$ cat config.mk
export PLATFORM = sky130hd
export DESIGN_NAME = neighbor_aging_table
export DESIGN_NICKNAME = d
export VERILOG_FILES = /design/src/design/nat_pkg.sv /design/src/design/neighbor_aging_table.sv /design/src/design/nat_ctrl.sv /design/src/design/nat_dp.sv
export VERILOG_INCLUDE_DIRS = /design/src /design/src/design
export SDC_FILE = /design/constraint.sdc
export NUM_CORES = 1
export LEC_CHECK = 0
export BUFFER_PORTS_ARGS = -buffer_cell sky130_fd_sc_hd__buf_2
export CORE_ASPECT_RATIO = 1.5
export CORE_MARGIN = 5
export CORE_UTILIZATION = 50
export DETAILED_ROUTE_END_ITERATION = 12
export GPL_TIMING_DRIVEN = 0
export PLACE_DENSITY = 0.69
export SLEW_MARGIN = 20
export SYNTH_ARGS = -nofsm -noshare
export SYNTH_HDL_FRONTEND = slang
export SYNTH_SLANG_ARGS = --single-unit
$ cat constraint.sdc
create_clock -name clk -period 11.6 [get_ports clk]
set_input_delay 2.32 -clock clk [delete_from_list [all_inputs] [get_ports clk]]
set_output_delay 2.32 -clock clk [all_outputs]
set_load 0.01 [all_outputs]
$ cat src/design/neighbor_aging_table_macros.svh
// Assertion macros shared by the neighbor aging table.
`ifndef NEIGHBOR_AGING_TABLE_MACROS_SVH
`define NEIGHBOR_AGING_TABLE_MACROS_SVH

// Consequent must hold in the same cycle as the antecedent.
`define NAT_ASSERT_NOW(lbl, clk, rst, ante, cons, msg) \
  lbl: assert property (@(posedge clk) disable iff (rst) (ante) |-> (cons)) else $error(msg);

// Consequent must hold in the cycle after the antecedent.
`define NAT_ASSERT_NEXT(lbl, clk, rst, ante, cons, msg) \
  lbl: assert property (@(posedge clk) disable iff (rst) (ante) |=> (cons)) else $error(msg);

`endif

$ cat src/design/nat_pkg.sv
// Shared codes, entry layout and controller interface types for the neighbor table.
package nat_pkg;

  localparam logic [1:0] MODE_HELLO = 2'd0;
  localparam logic [1:0] MODE_SWEEP = 2'd1;
  localparam logic [1:0] MODE_CLEAR = 2'd2;
  localparam logic [1:0] MODE_NONE  = 2'd3;

  localparam logic [2:0] EV_APPEAR     = 3'd0;
  localparam logic [2:0] EV_REFRESH    = 3'd1;
  localparam logic [2:0] EV_FULL       = 3'd2;
  localparam logic [2:0] EV_DISAPPEAR  = 3'd3;
  localparam logic [2:0] EV_SWEEP_DONE = 3'd4;
  localparam logic [2:0] EV_CLEARED    = 3'd5;

  localparam int ADDR_W        = 8;
  localparam int TIME_W        = 32;
  localparam int HOLD_W        = 16;
  localparam int ENTRY_COUNT_W = 5;

  localparam logic [HOLD_W-1:0] HOLD_RESET = 16'd5000;

  typedef struct packed {
    logic [ADDR_W-1:0] addr;
    logic [TIME_W-1:0] deadline;
  } entry_t;

  typedef struct packed {
    logic load;
    logic read;
    logic refresh;
    logic append;
    logic full;
    logic drop;
    logic keep;
    logic sweep_done;
    logic clear;
  } cmd_t;

  typedef struct packed {
    logic more;
    logic rd_valid;
    logic hit;
    logic expired;
    logic full;
  } status_t;

endpackage

$ cat src/design/neighbor_aging_table.sv
// Top level of the neighbor table with expiry deadlines.
//
//   channel  handshake               beat contents
//   input    start, busy             mode, sender_address, now_ms
//   config   hold_we                 hold_time_ms
//   result   result_strobe           event_res, node_address, entry_count, last
//
// A hello or sweep raises busy after its start beat and holds it while the walk reads the listed
// entries in turn; a hello that hits leaves the walk early.
// The entry memory gives one read per cycle, which sets the pace of the walk.
// Its final result comes in the first cycle after busy falls; a clear beat answers in the
// next cycle and never raises busy. Results cannot be held off: each beat shows for one cycle.
// Reset empties the table and loads the hold time with 5000.
`include "neighbor_aging_table_macros.svh"

module neighbor_aging_table #(
  parameter int TABLE_DEPTH = 16
) (
  input  logic                              clk,
  input  logic                              rst,
  input  logic                              start,
  output logic                              busy,
  input  logic [1:0]                        mode,
  input  logic [nat_pkg::ADDR_W-1:0]        sender_address,
  input  logic [nat_pkg::TIME_W-1:0]        now_ms,
  input  logic                              hold_we,
  input  logic [nat_pkg::HOLD_W-1:0]        hold_time_ms,
  output logic                              result_strobe,
  output logic [2:0]                        event_res,
  output logic [nat_pkg::ADDR_W-1:0]        node_address,
  output logic [nat_pkg::ENTRY_COUNT_W-1:0] entry_count,
  output logic                              last
);

  nat_pkg::cmd_t    cmd;
  nat_pkg::status_t status;
  logic             walk_beat;

  nat_ctrl u_ctrl (
    .clk    (clk),
    .rst    (rst),
    .start  (start),
    .mode   (mode),
    .status (status),
    .cmd    (cmd),
    .busy   (busy)
  );

  nat_dp #(
    .TABLE_DEPTH (TABLE_DEPTH)
  ) u_dp (
    .clk            (clk),
    .rst            (rst),
    .cmd            (cmd),
    .status         (status),
    .hold_we        (hold_we),
    .hold_time_ms   (hold_time_ms),
    .sender_address (sender_address),
    .now_ms         (now_ms),
    .result_strobe  (result_strobe),
    .event_res      (event_res),
    .node_address   (node_address),
    .entry_count    (entry_count),
    .last           (last)
  );

  assign walk_beat = start && !busy &&
                     (mode == nat_pkg::MODE_HELLO || mode == nat_pkg::MODE_SWEEP);

  `NAT_ASSERT_NEXT(a_walk_starts, clk, rst, walk_beat, busy, "walk did not start")
  `NAT_ASSERT_NOW(a_final_frees, clk, rst, result_strobe && last, !busy, "busy after last beat")
  `NAT_ASSERT_NOW(a_mid_busy, clk, rst, result_strobe && !last, busy, "early result while idle")
  `NAT_ASSERT_NOW(a_count_bound, clk, rst, result_strobe, entry_count <= TABLE_DEPTH, "bad count")

endmodule

$ cat src/design/nat_ctrl.sv
// Controller: walks the table for hello and sweep items and sequences the datapath.
module nat_ctrl (
  input  logic               clk,
  input  logic               rst,
  input  logic               start,
  input  logic [1:0]         mode,
  input  nat_pkg::status_t   status,
  output nat_pkg::cmd_t      cmd,
  output logic               busy
);

  localparam logic ST_IDLE = 1'b0;
  localparam logic ST_SCAN = 1'b1;

  logic state;
  logic state_next;
  logic op_hello;
  logic op_hello_next;

  always_ff @(posedge clk) begin
    if (rst) begin
      state    <= ST_IDLE;
      op_hello <= 1'b0;
    end else begin
      state    <= state_next;
      op_hello <= op_hello_next;
    end
  end

  always_comb begin
    cmd           = '0;
    state_next    = state;
    op_hello_next = op_hello;
    case (state)
      ST_IDLE: begin
        if (start) begin
          case (mode)
            nat_pkg::MODE_HELLO, nat_pkg::MODE_SWEEP: begin
              cmd.load      = 1'b1;
              op_hello_next = (mode == nat_pkg::MODE_HELLO);
              state_next    = ST_SCAN;
            end
            nat_pkg::MODE_CLEAR: begin
              cmd.clear = 1'b1;
            end
            default: ;
          endcase
        end
      end
      ST_SCAN: begin
        if (status.rd_valid && op_hello && status.hit) begin
          cmd.refresh = 1'b1;
          state_next  = ST_IDLE;
        end else begin
          // During a sweep each entry read back is either dropped or
          // copied down to the compaction pointer.
          if (status.rd_valid && !op_hello) begin
            if (status.expired) begin
              cmd.drop = 1'b1;
            end else begin
              cmd.keep = 1'b1;
            end
          end
          if (status.more) begin
            cmd.read = 1'b1;
          end else if (!status.rd_valid) begin
            if (op_hello) begin
              if (status.full) begin
                cmd.full = 1'b1;
              end else begin
                cmd.append = 1'b1;
              end
            end else begin
              cmd.sweep_done = 1'b1;
            end
            state_next = ST_IDLE;
          end
        end
      end
      default: begin
        state_next = ST_IDLE;
      end
    endcase
  end

  assign busy = (state != ST_IDLE);

endmodule

$ cat src/design/nat_dp.sv
// Datapath: entry memory, count, scan pointers, hold time register and result register.
module nat_dp #(
  parameter int TABLE_DEPTH = 16
) (
  input  logic                              clk,
  input  logic                              rst,
  input  nat_pkg::cmd_t                     cmd,
  output nat_pkg::status_t                  status,
  input  logic                              hold_we,
  input  logic [nat_pkg::HOLD_W-1:0]        hold_time_ms,
  input  logic [nat_pkg::ADDR_W-1:0]        sender_address,
  input  logic [nat_pkg::TIME_W-1:0]        now_ms,
  output logic                              result_strobe,
  output logic [2:0]                        event_res,
  output logic [nat_pkg::ADDR_W-1:0]        node_address,
  output logic [nat_pkg::ENTRY_COUNT_W-1:0] entry_count,
  output logic                              last
);

  localparam int IW      = $clog2(TABLE_DEPTH);
  localparam int CW      = $clog2(TABLE_DEPTH + 1);
  localparam int CntOutW = nat_pkg::ENTRY_COUNT_W;

  nat_pkg::entry_t mem [TABLE_DEPTH];

  logic [nat_pkg::HOLD_W-1:0] hold;
  logic [CW-1:0]              count;
  logic [CW-1:0]              count_next;
  logic [CW-1:0]              total;
  logic [CW-1:0]              rd_ptr;
  logic [CW-1:0]              wr_ptr;
  logic [IW-1:0]              rd_idx;
  logic                       rd_valid;
  nat_pkg::entry_t            rd_data;
  logic [nat_pkg::ADDR_W-1:0] sender_q;
  logic [nat_pkg::TIME_W-1:0] now_q;
  logic [nat_pkg::TIME_W-1:0] deadline_q;

  logic                       we;
  logic [IW-1:0]              wa;
  nat_pkg::entry_t            wd;
  logic                       emit;
  logic [2:0]                 ev;
  logic [nat_pkg::ADDR_W-1:0] ev_addr;

  always_ff @(posedge clk) begin
    if (rst) begin
      hold          <= nat_pkg::HOLD_RESET;
      count         <= '0;
      rd_valid      <= 1'b0;
      result_strobe <= 1'b0;
    end else begin
      if (hold_we) begin
        hold <= hold_time_ms;
      end
      count         <= count_next;
      rd_valid      <= cmd.read;
      result_strobe <= emit;
    end
  end

  always_ff @(posedge clk) begin
    if (cmd.load) begin
      sender_q   <= sender_address;
      now_q      <= now_ms;
      deadline_q <= now_ms + {{(nat_pkg::TIME_W - nat_pkg::HOLD_W){1'b0}}, hold};
      total      <= count;
      rd_ptr     <= '0;
      wr_ptr     <= '0;
    end else begin
      if (cmd.read) begin
        rd_ptr <= rd_ptr + CW'(1);
      end
      if (cmd.keep) begin
        wr_ptr <= wr_ptr + CW'(1);
      end
    end
    if (cmd.read) begin
      rd_idx  <= rd_ptr[IW-1:0];
      rd_data <= mem[rd_ptr[IW-1:0]];
    end
    if (emit) begin
      event_res    <= ev;
      node_address <= ev_addr;
      entry_count  <= CntOutW'(count_next);
      last         <= !cmd.drop;
    end
  end

  always_ff @(posedge clk) begin
    if (we) begin
      mem[wa] <= wd;
    end
  end

  // The compaction write never reaches the entry being read, since the
  // write pointer trails the read pointer.
  always_comb begin
    we = cmd.refresh || cmd.append || cmd.keep;
    if (cmd.refresh) begin
      wa = rd_idx;
    end else if (cmd.append) begin
      wa = count[IW-1:0];
    end else begin
      wa = wr_ptr[IW-1:0];
    end
    if (cmd.keep) begin
      wd = rd_data;
    end else begin
      wd.addr     = sender_q;
      wd.deadline = deadline_q;
    end
  end

  always_comb begin
    count_next = count;
    if (cmd.clear) begin
      count_next = '0;
    end else if (cmd.append) begin
      count_next = count + CW'(1);
    end else if (cmd.drop) begin
      count_next = count - CW'(1);
    end
  end

  always_comb begin
    emit = cmd.refresh || cmd.append || cmd.full || cmd.drop || cmd.sweep_done ||
           cmd.clear;
    ev      = nat_pkg::EV_CLEARED;
    ev_addr = '0;
    if (cmd.refresh) begin
      ev      = nat_pkg::EV_REFRESH;
      ev_addr = sender_q;
    end else if (cmd.append) begin
      ev      = nat_pkg::EV_APPEAR;
      ev_addr = sender_q;
    end else if (cmd.full) begin
      ev      = nat_pkg::EV_FULL;
      ev_addr = sender_q;
    end else if (cmd.drop) begin
      ev      = nat_pkg::EV_DISAPPEAR;
      ev_addr = rd_data.addr;
    end else if (cmd.sweep_done) begin
      ev = nat_pkg::EV_SWEEP_DONE;
    end
  end

  assign status.more     = (rd_ptr < total);
  assign status.rd_valid = rd_valid;
  assign status.hit      = (rd_data.addr == sender_q);
  assign status.expired  = (rd_data.deadline < now_q);
  assign status.full     = (count == CW'(TABLE_DEPTH));

endmodule

==> results.toml <==
[grt]
global_route.usage.total_pct = 21.3
global_route_wire_length_before_repair_mm = 110
grt_pass1_vias = 17200
grt_overflow = 0
grt_max_degree = 44
grt_antenna_before_repair = 3

[yosys]
synth.avg_cell_area_um2 = 20.5
postSynth.topFlopCell = "edfxtp_1"
netlist_instances = 1585
summed_instance_area_of_the_synthesized_netlist_um2 = 32500
post_synth_main_area_contributors = "edfxtp_1 72%, mux4_2 14%, ha_1 2.1%, dfxtp_1 2.1%, mux2_2 1.2%"
synth.yosys.seq_area_share_pct = 74.1
proportion_of_netlist_area_held_by_the_largest_area_contributor_pct = 72.0
async_flop_share_pct = 0
yosysWarnings = 0
synth_seq_cells = 812
synth.distinct_cells = 65
synth-edff-count = 778
yosysTopAreaCell = "edfxtp_1"
synthesis.nets = 1703

[critical_path]
critical_path.max_fanout = 5
setup.reg_to_reg.worst_slack_ns = 7.25
critPathSlowestCell = "o311ai_1"
startpoint_type = "input pin"
critical_path.max_stage_delay_ns = 0.94
critPathKind = "input pin to flip-flop"
cp_num_buf_inv = 2
crit-reg2reg-launch = "u_dp.rd_data[31]"
cpLargestDelayFamily = "compound AO/OA/AOI/OAI gates"
timing.rr.end = "u_dp.mem[14][23]"
crit_path_cell_trace = "buf_2 -> ha_1 -> inv_1 -> fa_1 -> nor2b_1 -> o21a_1 -> o21ai_1 -> a211oi_1 -> o311ai_1 -> a21boi_0 -> xor2_1"
worst_r2r_path_depth = 11
crit_arrival_ns = 5.10
endpoint_kind = "flip-flop"
cp.required_ns = 11.96

[cts]
cts_htree_levels = 3
cts_hold_repair.buffers = 0
post_cts.repair.setup_buffers = 0
cts_made_buffers = 75
clockBufferDepth = 3
cts_repair_resize_count = 0
clkLatencyLatePin_ns = 0.62
tritoncts = "done"
clock-sinks = 812
clkTransAtPathRegs_ns = 0.06
clock_tree.root_cell = "clkbuf_16"

[route]
post-route-drc-count = 0
finalWirelength_mm = 73.9
route.vias.total = 16200
drt-initial-drc-count = 1609
wl_per_cell_um = 27.3
route.detailed.vias_per_inst = 5.99
drt.antenna.violating_nets = 0
detail_route.first_pass.iterations = 5

[floorplanning]
row_count = 114
floorplan.initialDensity_pct = 50.4
core_um2 = 64500
chipHeight_um = 322
die_x_um = 218
pin_count = 81
die_area_um2 = 70200

[sta]
post-route-worst-setup-slack_ns = 6.86
post_layout_min_period_ns = 4.74
unrepaired_setup_endpoints_after_global_routing = "no"
hold_ws_ns = 0.431
slew_viol_final = 0
finalHoldViolCount = 0
tightestPinTransition_ns = 1.07
sum_neg_setup_slack_ns = 0
clock_tree_skew_after_final_layout_ns = 0.0206
peak_freq_ghz = 0.211
final-setup-viol-count = 0
post-route-period-util_pct = 40.9
timing.slew.headroom_pct = 27.9

[hold_path]
worst_hold_path.num_cells = 0
hold_path_end = "u_dp.total[2]"
hp-class = "flip-flop to flip-flop"
worstHoldStart = "u_dp.count[2]"

[finish]
multiInputGateArea_um2 = 8090
area_delta_synth_final_pct = 15.0
postLayoutCoreUtil_pct = 57.9
stdcell_area_um2 = 37300
area.sequential_um2 = 24000
drive_above_1_share_pct = 28.3
final_net_count = 1897
final.fill_count = 4683

[power]
power-per-cell-area_nw_per_um2 = 187
ir_drop_mv = 0.132
power.static_leakage_nw = 12.1

[status]
outcome = "complete, no violations"

[job]
max_capacitance_violation_count = 0

[placement]
gp_congestion = 0.826
detailed_place.area_um2 = 34900
hpwlAfterDp_mm = 48.1
worst_slack_at_placement_ns = 6.20
port_buffers = 80
==> cells in the final DEF (no fill, tap or decap), types with 12 or more instances in the layout <==
cell type,synthesis,layout
nand2_1,23,23
nor2_4,0,16
xor2_1,13,13
buf_16,0,12
buf_12,0,24
edfxtp_1,778,778
o21ai_0,20,20
inv_1,47,47
clkbuf_1,36,42
nor3_1,13,13
clkbuf_16,0,81
xnor2_1,29,29
ha_1,55,55
nand4_1,16,16
nor2_1,57,41
dfxtp_1,34,34
mux4_2,200,200
clkinv_2,0,15
buf_2,13,94
mux2i_1,18,18
a21oi_1,36,36
clkinv_1,0,15
nand3_1,21,21
mux2_2,36,36
nor2b_1,12,12
==> report_power, final <==
| part | internal (mW) | leakage, nW | total [mW] | switching, mW |
|---|---|---|---|---|
| Clock | 1.39 | 1.19 | 2.44 | 1.05 |
| Sequential | 3.29 | 7.31 | 3.32 | 0.0294 |
| Combinational | 0.603 | 3.56 | 1.22 | 0.612 |
| Total | 5.29 | 12.1 | 6.98 | 1.69 |
==> cells by family (layout without fill, tap and decap cells) <==
group	after synthesis	in the layout	share of synthesized area (%)
fa+ha+maj	56	56	2.18
compound gates	121	121	2.52
mux	258	258	15.8
xor+xnor	42	42	1.13
flops	812	812	74.1
other cells	0	1	0
simple gates	185	185	2.89
buf+inv	111	364	1.40
==> worst max-delay path by stage <==
stage / to / from / slack (ns) / cells past startpoint
2_1_floorplan: u_dp.deadline_q[0] / mode[1] / 6.16 / 2
3_3_place_gp: u_dp.mem[7][21] / u_dp.rd_data[31] / 4.14 / 8
3_5_place_dp: u_dp.deadline_q[22] / now_ms[0] / 6.20 / 11
4_1_cts: u_dp.deadline_q[22] / now_ms[0] / 6.83 / 11
5_1_grt: u_dp.deadline_q[22] / now_ms[0] / 6.68 / 11
6_report: u_dp.deadline_q[22] / now_ms[0] / 6.86 / 11
==> metrics by stage <==
step	power (mW)	std cells
finish	6.98	2709
global route	7.24	2708
CTS	7.04	2707
detailed placement	4.61	2571
global placement	4.59	2535
floorplan	4.26	1585
==> routing by layer <==
layer,vias to the layer above,global-route usage [%],routed length [um]
li1,6924,-,-
met4,2,6.65,1860
met3,112,2.86,4510
met5,-,0,17
met2,573,39.4,40900
met1,8607,26.1,26700
==> cells in the mapped netlist (all sizes together) (8+ instances only) <==
cell type and number:
a21oi 37, a22o 8, and3 11, buf 27, clkbuf 36, dfxtp 34
edfxtp 778, ha 55, inv 48, mux2 40, mux2i 18, mux4 200
nand2 24, nand3 22, nand4 16, nor2 57, nor2b 12, nor3 13
o21ai 23, or2 8, xnor2 29, xor2 13
==> registers in the layout, summed over array words and instances (netlist names), 8 cells and up <==
register           flops
u_dp.hold             16
u_dp.deadline_q       32
u_dp.node_address      8
u_dp.now_q            32
u_dp.mem             640
u_dp.rd_data          40
u_dp.sender_q          8
==> area by class of cell <==
| class | count | area share, % |
|---|---|---|
| Sequential cell | 812 | 64.4 |
| Clock buffer | 97 | 5.64 |
| Multi-Input combinational cell | 662 | 21.7 |
| Clock inverter | 39 | 0.841 |
| Buffer | 63 | 0.791 |
| Tap cell | 870 | 2.92 |
| Inverter | 48 | 0.483 |
| Timing Repair Buffer | 117 | 3.27 |
| Antenna cell | 1 | 0.00670 |
(Power assumes the default switching activity.)
